<file path="src/rtl/core/mcat_pkg.sv">
// Package for the timer bank core: opcodes, kinds, entry record and widths.
// No dependencies.
`default_nettype none
package mcat_pkg;
    localparam int NUM_TIMERS_DEFAULT = 8;
    localparam int MAX_FIRES = 8;
    localparam logic [31:0] SECS_PER_DAY = 32'd86400;

    typedef enum logic [3:0] {
        OP_TICK_MS = 4'd0, OP_TICK_SEC = 4'd1, OP_PROCESS = 4'd2, OP_RENEW = 4'd3,
        OP_START = 4'd4, OP_STOP = 4'd5, OP_SET_PERIOD = 4'd6, OP_SET_KIND = 4'd7,
        OP_SHIFT = 4'd8, OP_QUERY = 4'd9
    } op_t;

    localparam logic [1:0] KIND_INTERVAL = 2'd0;
    localparam logic [1:0] KIND_DAILY = 2'd1;
    localparam logic [1:0] KIND_MS = 2'd2;

    typedef struct packed {
        logic        en;
        logic        rdy;
        logic [1:0]  kind;
        logic [15:0] period;
        logic [15:0] ms_count;
        logic [31:0] due;
    } entry_t;

    localparam int ENTRY_W = $bits(entry_t);

    typedef enum logic [2:0] {
        ST_IDLE, ST_READ, ST_MOD, ST_DAY, ST_OUT
    } state_t;
endpackage
`default_nettype wire

</file>
<file path="src/rtl/core/mcat_ram.sv">
// Generic single-port-write, registered-read RAM.
// No dependencies.
`default_nettype none
module mcat_ram #(
    parameter int WIDTH = 8,
    parameter int DEPTH = 8
) (
    input  wire logic                     aclk,
    input  wire logic                     we,
    input  wire logic [$clog2(DEPTH)-1:0] waddr,
    input  wire logic [WIDTH-1:0]         wdata,
    input  wire logic [$clog2(DEPTH)-1:0] raddr,
    output logic      [WIDTH-1:0]         rdata
);
    logic [WIDTH-1:0] mem [DEPTH];
    always_ff @(posedge aclk) begin
        if (we) begin
            mem[waddr] <= wdata;
        end
        rdata <= mem[raddr];
    end
endmodule
`default_nettype wire

</file>
<file path="src/rtl/core/mcat_daymod.sv">
// Registered midnight (now minus now mod 86400) by reciprocal multiply with correction.
// Depends on mcat_pkg.
`default_nettype none
module mcat_daymod (
    input  wire logic        aclk,
    input  wire logic [31:0] now,
    output logic      [31:0] midnight_reg
);
    // q ~ now*2^-16 /1.318359375 ; floor(now/86400) via (now>>7)/675
    // two stages: quotient estimate, then multiply back and correct
    logic [24:0] hi;
    logic [49:0] prod;
    logic [16:0] q_reg, q_next;
    logic [33:0] base;
    logic [31:0] rem;
    logic [31:0] mid_next;
    always_comb begin
        hi = now[31:7];
        prod = {25'd0, hi} * 50'd24855; // 2^24/675 rounded down
        q_next = prod[40:24];
        base = {17'd0, q_reg} * 34'd86400;
        rem = now - base[31:0];
        mid_next = base[31:0];
        if (rem >= mcat_pkg::SECS_PER_DAY) begin
            mid_next = mid_next + mcat_pkg::SECS_PER_DAY;
            rem = rem - mcat_pkg::SECS_PER_DAY;
        end
        if (rem >= mcat_pkg::SECS_PER_DAY) begin
            mid_next = mid_next + mcat_pkg::SECS_PER_DAY;
        end
    end
    always_ff @(posedge aclk) begin
        q_reg <= q_next;
        midnight_reg <= mid_next;
    end
endmodule
`default_nettype wire

</file>
<file path="src/rtl/core/multi_channel_alarm_timer_bank_core.sv">
// Top level of the timer bank: sequencer over the entry RAM.
// Depends on mcat_pkg, mcat_ram, mcat_daymod.
//
// Usage: requests enter on s_valid/s_ready with op, index, period, kind, now and
// shift fields. Results leave on m_valid/m_ready, one per fired timer for
// process and one for query, last marking the final one. Other ops give none.
// Timer state is in one RAM of NUM_TIMERS records (depth rounded up to a
// power of two). Bank-wide ops walk every timer in three steps (read, modify,
// write back with rearm), then close through a last read and the output
// state; s_ready is high only in idle, so a new request waits for the end.
// Single-timer ops do these steps on one record; a query result is loaded in
// the output state. A firing is held one deep until the next firing or the
// end of the walk, so last can be set on it. Throughput is set by the one RAM
// port doing read-modify-write per timer. After reset, a clearing pass writes
// each used record to its reset value; s_ready is low meanwhile. A receiver
// stall halts the walk, the result held in the output register until taken.
`default_nettype none
module multi_channel_alarm_timer_bank_core #(
    parameter int NUM_TIMERS = mcat_pkg::NUM_TIMERS_DEFAULT
) (
    input  wire logic        aclk,
    input  wire logic        aresetn,
    input  wire logic        s_valid,
    output logic             s_ready,
    input  wire logic [3:0]  s_op,
    input  wire logic [7:0]  s_timer_index,
    input  wire logic [15:0] s_period_value,
    input  wire logic [1:0]  s_alarm_kind,
    input  wire logic [31:0] s_now_seconds,
    input  wire logic signed [31:0] s_shift_delta,
    output logic             m_valid,
    input  wire logic        m_ready,
    output logic             m_fired_valid,
    output logic [2:0]       m_fired_index,
    output logic             m_enabled_status,
    output logic [31:0]      m_next_time,
    output logic             m_last
);
    localparam int AW = (NUM_TIMERS > 1) ? $clog2(NUM_TIMERS) : 1;
    localparam int CW = $clog2(NUM_TIMERS + 1);

    mcat_pkg::state_t state_reg, state_next;
    logic [CW-1:0] ptr_reg, ptr_next;
    logic          clr_reg, clr_next;
    logic [3:0]    op_reg;
    logic [7:0]    idx_reg;
    logic [15:0]   per_reg;
    logic [1:0]    kind_reg;
    logic [31:0]   now_reg, delta_reg;
    logic [3:0]    nfire_reg, nfire_next;
    mcat_pkg::entry_t mod_reg, mod_next, rd;
    logic          pend_reg, pend_next;   // result held for emit
    logic [2:0]    pidx_reg, pidx_next;

    logic we;
    logic [AW-1:0] waddr, raddr;
    logic [mcat_pkg::ENTRY_W-1:0] wdata, rdata;
    logic [31:0] midnight;

    mcat_ram #(.WIDTH(mcat_pkg::ENTRY_W), .DEPTH(1 << AW)) u_ram (
        .aclk(aclk), .we(we), .waddr(waddr), .wdata(wdata),
        .raddr(raddr), .rdata(rdata)
    );
    mcat_daymod u_day (.aclk(aclk), .now(now_reg), .midnight_reg(midnight));

    assign rd = mcat_pkg::entry_t'(rdata);
    wire single = (op_reg == mcat_pkg::OP_START) || (op_reg == mcat_pkg::OP_STOP)
        || (op_reg == mcat_pkg::OP_SET_PERIOD) || (op_reg == mcat_pkg::OP_SET_KIND)
        || (op_reg == mcat_pkg::OP_QUERY);
    wire [AW-1:0] cur = single ? idx_reg[AW-1:0] : ptr_reg[AW-1:0];

    logic [32:0] today;
    always_comb begin
        today = {1'b0, midnight} + {17'd0, mod_reg.period};
    end

    // output register
    logic ov_reg, ofv_reg, oen_reg, olast_reg;
    logic ov_next, ofv_next, oen_next, olast_next;
    logic [2:0] ofi_reg, ofi_next;
    logic [31:0] ont_reg, ont_next;
    logic load_out, flush_out;
    logic lo_fv, lo_en, lo_last;
    logic [2:0] lo_fi;
    logic [31:0] lo_nt;
    wire out_free = !ov_reg || m_ready;

    // process results are held one deep so last can be set on the final one
    logic hv_reg, hv_next;
    logic [2:0] hi_reg, hi_next;

    always_comb begin
        state_next = state_reg;
        ptr_next = ptr_reg;
        clr_next = clr_reg;
        nfire_next = nfire_reg;
        mod_next = mod_reg;
        pend_next = pend_reg;
        pidx_next = pidx_reg;
        we = 1'b0;
        waddr = cur;
        wdata = mod_reg;
        raddr = cur;
        s_ready = 1'b0;
        load_out = 1'b0;
        flush_out = 1'b0;
        lo_fv = 1'b0; lo_fi = '0; lo_en = 1'b0; lo_nt = '0; lo_last = 1'b0;
        if (clr_reg) begin
            we = 1'b1;
            waddr = ptr_reg[AW-1:0];
            wdata = '0;
            ptr_next = ptr_reg + CW'(1);
            if (ptr_reg == CW'(NUM_TIMERS - 1)) begin
                clr_next = 1'b0;
                ptr_next = '0;
            end
        end else begin
            unique case (state_reg)
                mcat_pkg::ST_IDLE: begin
                    s_ready = 1'b1;
                    ptr_next = '0;
                    nfire_next = '0;
                    pend_next = 1'b0;
                    if (s_valid) begin
                        state_next = mcat_pkg::ST_READ;
                    end
                end
                mcat_pkg::ST_READ: begin
                    state_next = mcat_pkg::ST_MOD;
                    if (single && idx_reg >= 8'(NUM_TIMERS)) begin
                        state_next = (op_reg == mcat_pkg::OP_QUERY)
                            ? mcat_pkg::ST_OUT : mcat_pkg::ST_IDLE;
                        mod_next = '0;
                    end else if (!single && (op_reg > mcat_pkg::OP_SHIFT
                            || ptr_reg == CW'(NUM_TIMERS))) begin
                        state_next = mcat_pkg::ST_OUT;
                    end
                end
                mcat_pkg::ST_MOD: begin
                    mod_next = rd;
                    state_next = mcat_pkg::ST_DAY;
                    case (op_reg)
                        mcat_pkg::OP_TICK_MS:
                            if (rd.en && rd.kind == mcat_pkg::KIND_MS) begin
                                if (rd.ms_count < rd.period) begin
                                    mod_next.ms_count = rd.ms_count + 16'd1;
                                end else begin
                                    mod_next.rdy = 1'b1;
                                end
                            end
                        mcat_pkg::OP_TICK_SEC:
                            if (rd.en && rd.kind != mcat_pkg::KIND_MS && !rd.rdy
                                    && now_reg >= rd.due) begin
                                mod_next.rdy = 1'b1;
                            end
                        mcat_pkg::OP_PROCESS:
                            if (rd.en && rd.rdy && nfire_reg < 4'(mcat_pkg::MAX_FIRES)) begin
                                mod_next.rdy = 1'b0;
                                pend_next = 1'b1;
                                pidx_next = 3'(ptr_reg);
                                nfire_next = nfire_reg + 4'd1;
                            end
                        mcat_pkg::OP_START: mod_next.en = 1'b1;
                        mcat_pkg::OP_STOP: mod_next.en = 1'b0;
                        mcat_pkg::OP_SET_PERIOD: mod_next.period = per_reg;
                        mcat_pkg::OP_SET_KIND:
                            if (kind_reg <= mcat_pkg::KIND_MS) begin
                                mod_next.kind = kind_reg;
                            end
                        mcat_pkg::OP_SHIFT:
                            if (rd.en) begin
                                mod_next.due = rd.due + delta_reg;
                            end
                        default: ;
                    endcase
                    if (op_reg == mcat_pkg::OP_QUERY) begin
                        state_next = mcat_pkg::ST_OUT;
                    end
                end
                mcat_pkg::ST_DAY: begin
                    // rearm then write back
                    if ((op_reg == mcat_pkg::OP_PROCESS && pend_reg)
                            || (op_reg == mcat_pkg::OP_RENEW && mod_reg.en)
                            || op_reg == mcat_pkg::OP_START) begin
                        case (mod_reg.kind)
                            mcat_pkg::KIND_DAILY:
                                wdata = mcat_pkg::entry_t'({mod_reg.en, mod_reg.rdy,
                                    mod_reg.kind, mod_reg.period, mod_reg.ms_count,
                                    (today <= {1'b0, now_reg})
                                        ? today[31:0] + mcat_pkg::SECS_PER_DAY
                                        : today[31:0]});
                            mcat_pkg::KIND_INTERVAL:
                                wdata = mcat_pkg::entry_t'({mod_reg.en, mod_reg.rdy,
                                    mod_reg.kind, mod_reg.period, mod_reg.ms_count,
                                    now_reg + {16'd0, mod_reg.period}});
                            mcat_pkg::KIND_MS:
                                wdata = mcat_pkg::entry_t'({mod_reg.en, mod_reg.rdy,
                                    mod_reg.kind, mod_reg.period, 16'd0, mod_reg.due});
                            default: ;
                        endcase
                    end
                    if (!pend_reg || out_free) begin
                        we = 1'b1;
                        if (pend_reg) begin
                            load_out = 1'b1;
                            lo_fv = 1'b1;
                            lo_fi = pidx_reg;
                            pend_next = 1'b0;
                        end
                        if (single) begin
                            state_next = mcat_pkg::ST_IDLE;
                        end else begin
                            ptr_next = ptr_reg + CW'(1);
                            state_next = mcat_pkg::ST_READ;
                        end
                    end
                end
                mcat_pkg::ST_OUT: begin
                    // final marker: query result, or last flag on last firing
                    if (op_reg == mcat_pkg::OP_QUERY) begin
                        if (out_free) begin
                            load_out = 1'b1;
                            lo_en = mod_reg.en;
                            lo_nt = mod_reg.en ? mod_reg.due : 32'd0;
                            lo_last = 1'b1;
                            state_next = mcat_pkg::ST_IDLE;
                        end
                    end else if (!hv_reg || out_free) begin
                        flush_out = hv_reg;
                        state_next = mcat_pkg::ST_IDLE;
                    end
                end
                default: state_next = mcat_pkg::ST_IDLE;
            endcase
        end
    end

    always_comb begin
        hv_next = hv_reg;
        hi_next = hi_reg;
        ov_next = ov_reg && !m_ready;
        ofv_next = ofv_reg;
        ofi_next = ofi_reg;
        oen_next = oen_reg;
        ont_next = ont_reg;
        olast_next = olast_reg;
        if (load_out && lo_fv) begin
            // a firing enters the holding slot; the previous one goes out
            hv_next = 1'b1;
            hi_next = lo_fi;
            if (hv_reg) begin
                ov_next = 1'b1;
                ofv_next = 1'b1; ofi_next = hi_reg; oen_next = 1'b0;
                ont_next = '0; olast_next = 1'b0;
            end
        end else if (load_out) begin
            ov_next = 1'b1;
            ofv_next = 1'b0; ofi_next = '0; oen_next = lo_en;
            ont_next = lo_nt; olast_next = lo_last;
        end else if (flush_out) begin
            hv_next = 1'b0;
            ov_next = 1'b1;
            ofv_next = 1'b1; ofi_next = hi_reg; oen_next = 1'b0;
            ont_next = '0; olast_next = 1'b1;
        end
    end

    always_ff @(posedge aclk) begin
        if (!aresetn) begin
            state_reg <= mcat_pkg::ST_IDLE;
            clr_reg <= 1'b1;
            ptr_reg <= '0;
            nfire_reg <= '0;
            pend_reg <= 1'b0;
            ov_reg <= 1'b0;
            hv_reg <= 1'b0;
        end else begin
            state_reg <= state_next;
            clr_reg <= clr_next;
            ptr_reg <= ptr_next;
            nfire_reg <= nfire_next;
            pend_reg <= pend_next;
            hv_reg <= hv_next;
            ov_reg <= ov_next;
        end
    end

    always_ff @(posedge aclk) begin
        hi_reg <= hi_next;
        mod_reg <= mod_next;
        pidx_reg <= pidx_next;
        ofv_reg <= ofv_next;
        ofi_reg <= ofi_next;
        oen_reg <= oen_next;
        ont_reg <= ont_next;
        olast_reg <= olast_next;
        if (s_valid && s_ready) begin
            op_reg <= s_op;
            idx_reg <= s_timer_index;
            per_reg <= s_period_value;
            kind_reg <= s_alarm_kind;
            now_reg <= s_now_seconds;
            delta_reg <= s_shift_delta;
        end
    end

    assign m_valid = ov_reg;
    assign m_fired_valid = ofv_reg;
    assign m_fired_index = ofi_reg;
    assign m_enabled_status = oen_reg;
    assign m_next_time = ont_reg;
    assign m_last = olast_reg;
endmodule
`default_nettype wire

</file>
<file path="config.mk">
export PLATFORM = sky130hd
export DESIGN_NAME = multi_channel_alarm_timer_bank_core
export DESIGN_NICKNAME = d
export VERILOG_FILES = /design/src/rtl/core/mcat_pkg.sv /design/src/rtl/core/mcat_ram.sv /design/src/rtl/core/mcat_daymod.sv /design/src/rtl/core/multi_channel_alarm_timer_bank_core.sv
export SDC_FILE = /design/constraint.sdc
export NUM_CORES = 2
export LEC_CHECK = 0
export BUFFER_PORTS_ARGS = -buffer_cell sky130_fd_sc_hd__buf_4
export CAP_MARGIN = 20
export CORE_ASPECT_RATIO = 1.75
export CORE_UTILIZATION = 40
export CTS_CLUSTER_DIAMETER = 150
export DETAILED_ROUTE_END_ITERATION = 10
export GPL_ROUTABILITY_DRIVEN = 1
export PLACE_DENSITY_LB_ADDON = 0.25
export SLEW_MARGIN = 20
export SYNTH_ARGS = -nofsm -noshare
export SYNTH_HDL_FRONTEND = slang
export SYNTH_SLANG_ARGS = --single-unit
</file>
<file path="constraint.sdc">
create_clock -name aclk -period 12.8 [get_ports aclk]
set_input_delay 2.56 -clock aclk [delete_from_list [all_inputs] [get_ports aclk]]
set_output_delay 2.56 -clock aclk [all_outputs]
set_load 0.05 [all_outputs]
</file>
==> metrics.md <==
| Metric | Value |
|---|---|
| Outcome | `completed` |
| RSZ-0062 raised after global routing | `no` |
| Largest net degree at the start of global routing | `141` |
| Core area | `123000 sq um` |
| Area contributors post-synth | `edfxtp_1 (46%), ha_1 (11%), mux4_2 (6.3%)` |
| TritonCTS clock tree | `done` |
| Final global-route overflow total | `0` |
| DRT met1 WL | `51.5 mm` |
| Per-cell routed wire length | `23.3 microns` |
| Vias | `31205` |
| Pins Over Slew Limit | `0` |
| # DRC | `0` |
| Die X-Extent | `268 microns` |
| Crit-path slowest cell | `dfxtp_1` |
| Worst Max-Slew Pin Slew | `1.22 ns` |
| Worst path buffer plus inverter count | `3` |
| Top-Level Pins | `138` |
| Synthesized instance count | `3874` |
| Clock sink total | `874` |
| Cell Area, Synth | `49300 sq um` |
| Metal2 WL | `71.4 mm` |
| Hold-fix buffers at CTS | `0` |
| Top sig layer | `met5` |
| Total length of routed met3 wires | `4.97 mm` |
| MaxCap Viol Count | `0` |
| Pre-antenna DRT Iters | `5` |
| Max FFs per register | `544` |
| Final Hold Fails | `0` |
| Most frequent CP cell | `ha_1` |
| Slew headroom | `0.184` |
| Post_cts resized | `0` |
| Peak supply drop | `243 uV` |
| Post-CTS setup buffers | `0` |
| Pwr dens | `227 nW/um^2` |
| Critical path class | `reg -> reg` |
| Vias per cell | `5.43` |
| Clock share of power | `0.218` |
| Root buf cell | `clkbuf_16` |
| Initial DRC Count | `1916` |
| CTS H-tree lvls | `3` |
| Fmax | `102 MHz` |
| Nets | `4695` |
| Cell taking the most area after synthesis | `edfxtp_1` |
| Final instance area | `55500 sq um` |
| Crit path capture type | `flip-flop` |
| Antenna violations before repair | `4` |
| Switching part of the total | `0.416` |
| Period Utilization, post-route | `0.764` |
| Tot GR Track Use | `0.217` |
| Worst hold path class | `reg -> reg` |
| TNS Setup | `0 ns` |
| Post-synth EDFFs | `750` |
| Clock slew at reported path FFs | `0.07 ns` |
| Clock Skew | `0.0590 ns` |
| RePlAce Congestion | `0.894` |
| Max clock buf depth | `3` |
| IO Port Bufs | `137` |
| Final Util | `0.453` |
| Clock Latency Late Sink | `0.73 ns` |
| Ys async rst share | `0` |
| Synth top area share | `0.456` |
| Comb pwr share | `0.514` |
| Critical Path Max Stage Delay | `0.59 ns` |
| Ys flop type | `edfxtp_1` |
| Switching Power | `0.00525 W` |
| Net Count, Synth | `4533` |
| Reg power frac | `0.268` |
| Starting Density | `0.403` |
| CP max FO | `26` |
| CP startpoint kind | `flip-flop` |
| Post-synth cell types | `104` |
| Critical path data arrival time | `10.39 ns` |
| Placement-stage cell area | `52500 sq um` |
| Routed wire length | `134 mm` |
| Seq cells post-synth | `874` |
| Hpwl dp | `95.0 mm` |
| # setup viols final | `0` |
| Average size of a mapped cell | `12.7 sq um` |
| Cts bufs inserted | `84` |
| Antenna-violating nets left | `0` |
| Register area share after synthesis | `0.507` |
| Layout area overhead | `12.5%` |
| Required time of the critical path | `13.40 ns` |
| Share of layout cells above drive strength 1 | `0.147` |
| First-pass GRT wire length | `200 mm` |
| Worst path top cell family by delay | `adder cells` |
| Die area | `125000 sq um` |
| Vias in the first global route | `32413` |
| Core Rows | `170` |
| Internal power | `0.00735 W` |
| Ys Warns | `0` |
| Chip Height | `467 microns` |
| Leakage power | `22.2 nW` |
| Period minus WS final | `9.78 ns` |
-- cells in the final DEF (no fill, tap or decap), drive strengths merged, types with 9 or more instances in the layout --
| cell type | Yosys | layout |
|---|---|---|
| inv | 376 | 380 |
| a31oi | 17 | 17 |
| xor2 | 49 | 49 |
| a211o | 9 | 9 |
| nor3b | 14 | 14 |
| a21o | 59 | 59 |
| o21ai | 109 | 109 |
| nand2 | 234 | 234 |
| bufinv | 0 | 14 |
| a21oi | 202 | 202 |
| or3 | 37 | 37 |
| dfxtp | 124 | 124 |
| ha | 434 | 434 |
| nor4 | 19 | 19 |
| o31ai | 13 | 13 |
| and3 | 24 | 24 |
| fa | 127 | 127 |
| xnor2 | 142 | 142 |
| a21boi | 14 | 14 |
| or2 | 18 | 18 |
| a211oi | 17 | 17 |
| nand4 | 34 | 34 |
| nand2b | 39 | 39 |
| clkbuf | 71 | 110 |
| clkinvlp | 0 | 11 |
| mux2 | 69 | 69 |
| mux4 | 137 | 137 |
| nor2 | 193 | 193 |
| o21bai | 25 | 25 |
| and2 | 74 | 74 |
| edfxtp | 750 | 750 |
| buf | 35 | 182 |
| nand3 | 71 | 71 |
| nor3 | 83 | 83 |
| clkinv | 0 | 17 |
| nor2b | 53 | 53 |
| mux2i | 9 | 9 |
| o211ai | 32 | 32 |
| o21a | 37 | 37 |
-- path summary, 6_finish.rpt --
check	to	cells past startpoint	start	slack [ns]
setup / recovery	u_day.midnight_reg[21]$_DFF_P_	37	u_day.q_reg[0]$_DFF_P_	3.02
hold / removal	nfire_reg[3]$_SDFFE_PN0P_	2	nfire_reg[3]$_SDFFE_PN0P_	0.50
setup reg to reg	u_day.midnight_reg[21]$_DFF_P_	37	u_day.q_reg[0]$_DFF_P_	3.02
hold reg to reg	nfire_reg[3]$_SDFFE_PN0P_	2	nfire_reg[3]$_SDFFE_PN0P_	0.50
-- kinds of logic (layout without fill, tap and decap cells) --
group                    count (synthesis)  after routing  synth area share
flip-flops                             874            874             0.507
AO/OA/AOI/OAI                          620            620            0.0834
multiplexers                           215            215            0.0801
adder cells (fa/ha/maj)                565            565             0.162
XOR/XNOR                               191            191            0.0340
other                                    0              3                 0
buffers and inverters                  482            714            0.0375
AND/OR/NAND/NOR                        927            927            0.0958
-- power by group through the flow --
stage	Clock (W)	Combinational (W)	Sequential, W
3_3_place_gp	0	0.00638	0.00343
4_1_cts	0.00280	0.00649	0.00337
3_5_place_dp	0	0.00646	0.00343
6_report	0.00274	0.00648	0.00337
5_1_grt	0.00289	0.00713	0.00339
2_1_floorplan	0	0.00493	0.00338
-- worst min-delay path, delay by kind of cell (launching register included) --
kind               cells  cell delay, ns
AOI/OAI and AO/OA      1            0.05
DFF                    1            0.34
and+or+nand+nor        1            0.08
-- cell usage after synthesis (12+ instances only) --
master / n
nor3_1: 81
and3_1: 24
a21o_1: 59
o211ai_1: 30
nor3b_1: 13
nand3_1: 70
a211oi_1: 15
o21ai_1: 14
dfxtp_1: 124
o21ai_0: 95
and2_1: 74
mux4_2: 137
o21bai_1: 24
o31ai_1: 12
ha_1: 434
edfxtp_1: 750
clkbuf_1: 71
mux2_2: 69
fa_1: 127
nor2_1: 193
nor4_1: 15
inv_1: 375
a21oi_1: 196
or2_2: 16
nand2_1: 234
o21a_1: 37
or3_1: 36
nor2b_1: 53
nand2b_1: 39
a31oi_1: 17
buf_1: 27
xor2_1: 49
nand4_1: 34
xnor2_1: 141
-- cell type report --
cell class,count,area [sq um]
Antenna cell,3,7.51
Clock buffer,110,2340
Clock inverter,46,711
Fill cell,11212,67000
Inverter,376,1410
Multi-Input combinational cell,2518,22600
Sequential cell,874,25000
Tap cell,1634,2040
Timing Repair Buffer,182,1390
-- metrics by stage --
stage                     total power, W  cells  setup slack (ns)  hold WS [ns]
after floorplan                  0.00832   3874              4.17         0.406
after global placement           0.00982   5584              3.14         0.486
after global routing              0.0134   5741              2.47         0.529
final                             0.0126   5743              3.02         0.502
after CTS                         0.0127   5740              2.99         0.507
after detailed placement         0.00989   5584              3.02         0.491
-- metal layers --
| metal | global-route usage | up-vias |
|---|---|---|
| met3 | 0.0242 | 245 |
| met2 | 0.407 | 733 |
| met5 | 0 | - |
| li1 | - | 14557 |
| met4 | 0.0977 | 2 |
| met1 | 0.245 | 15668 |
Power figures use the tool's default switching activity.
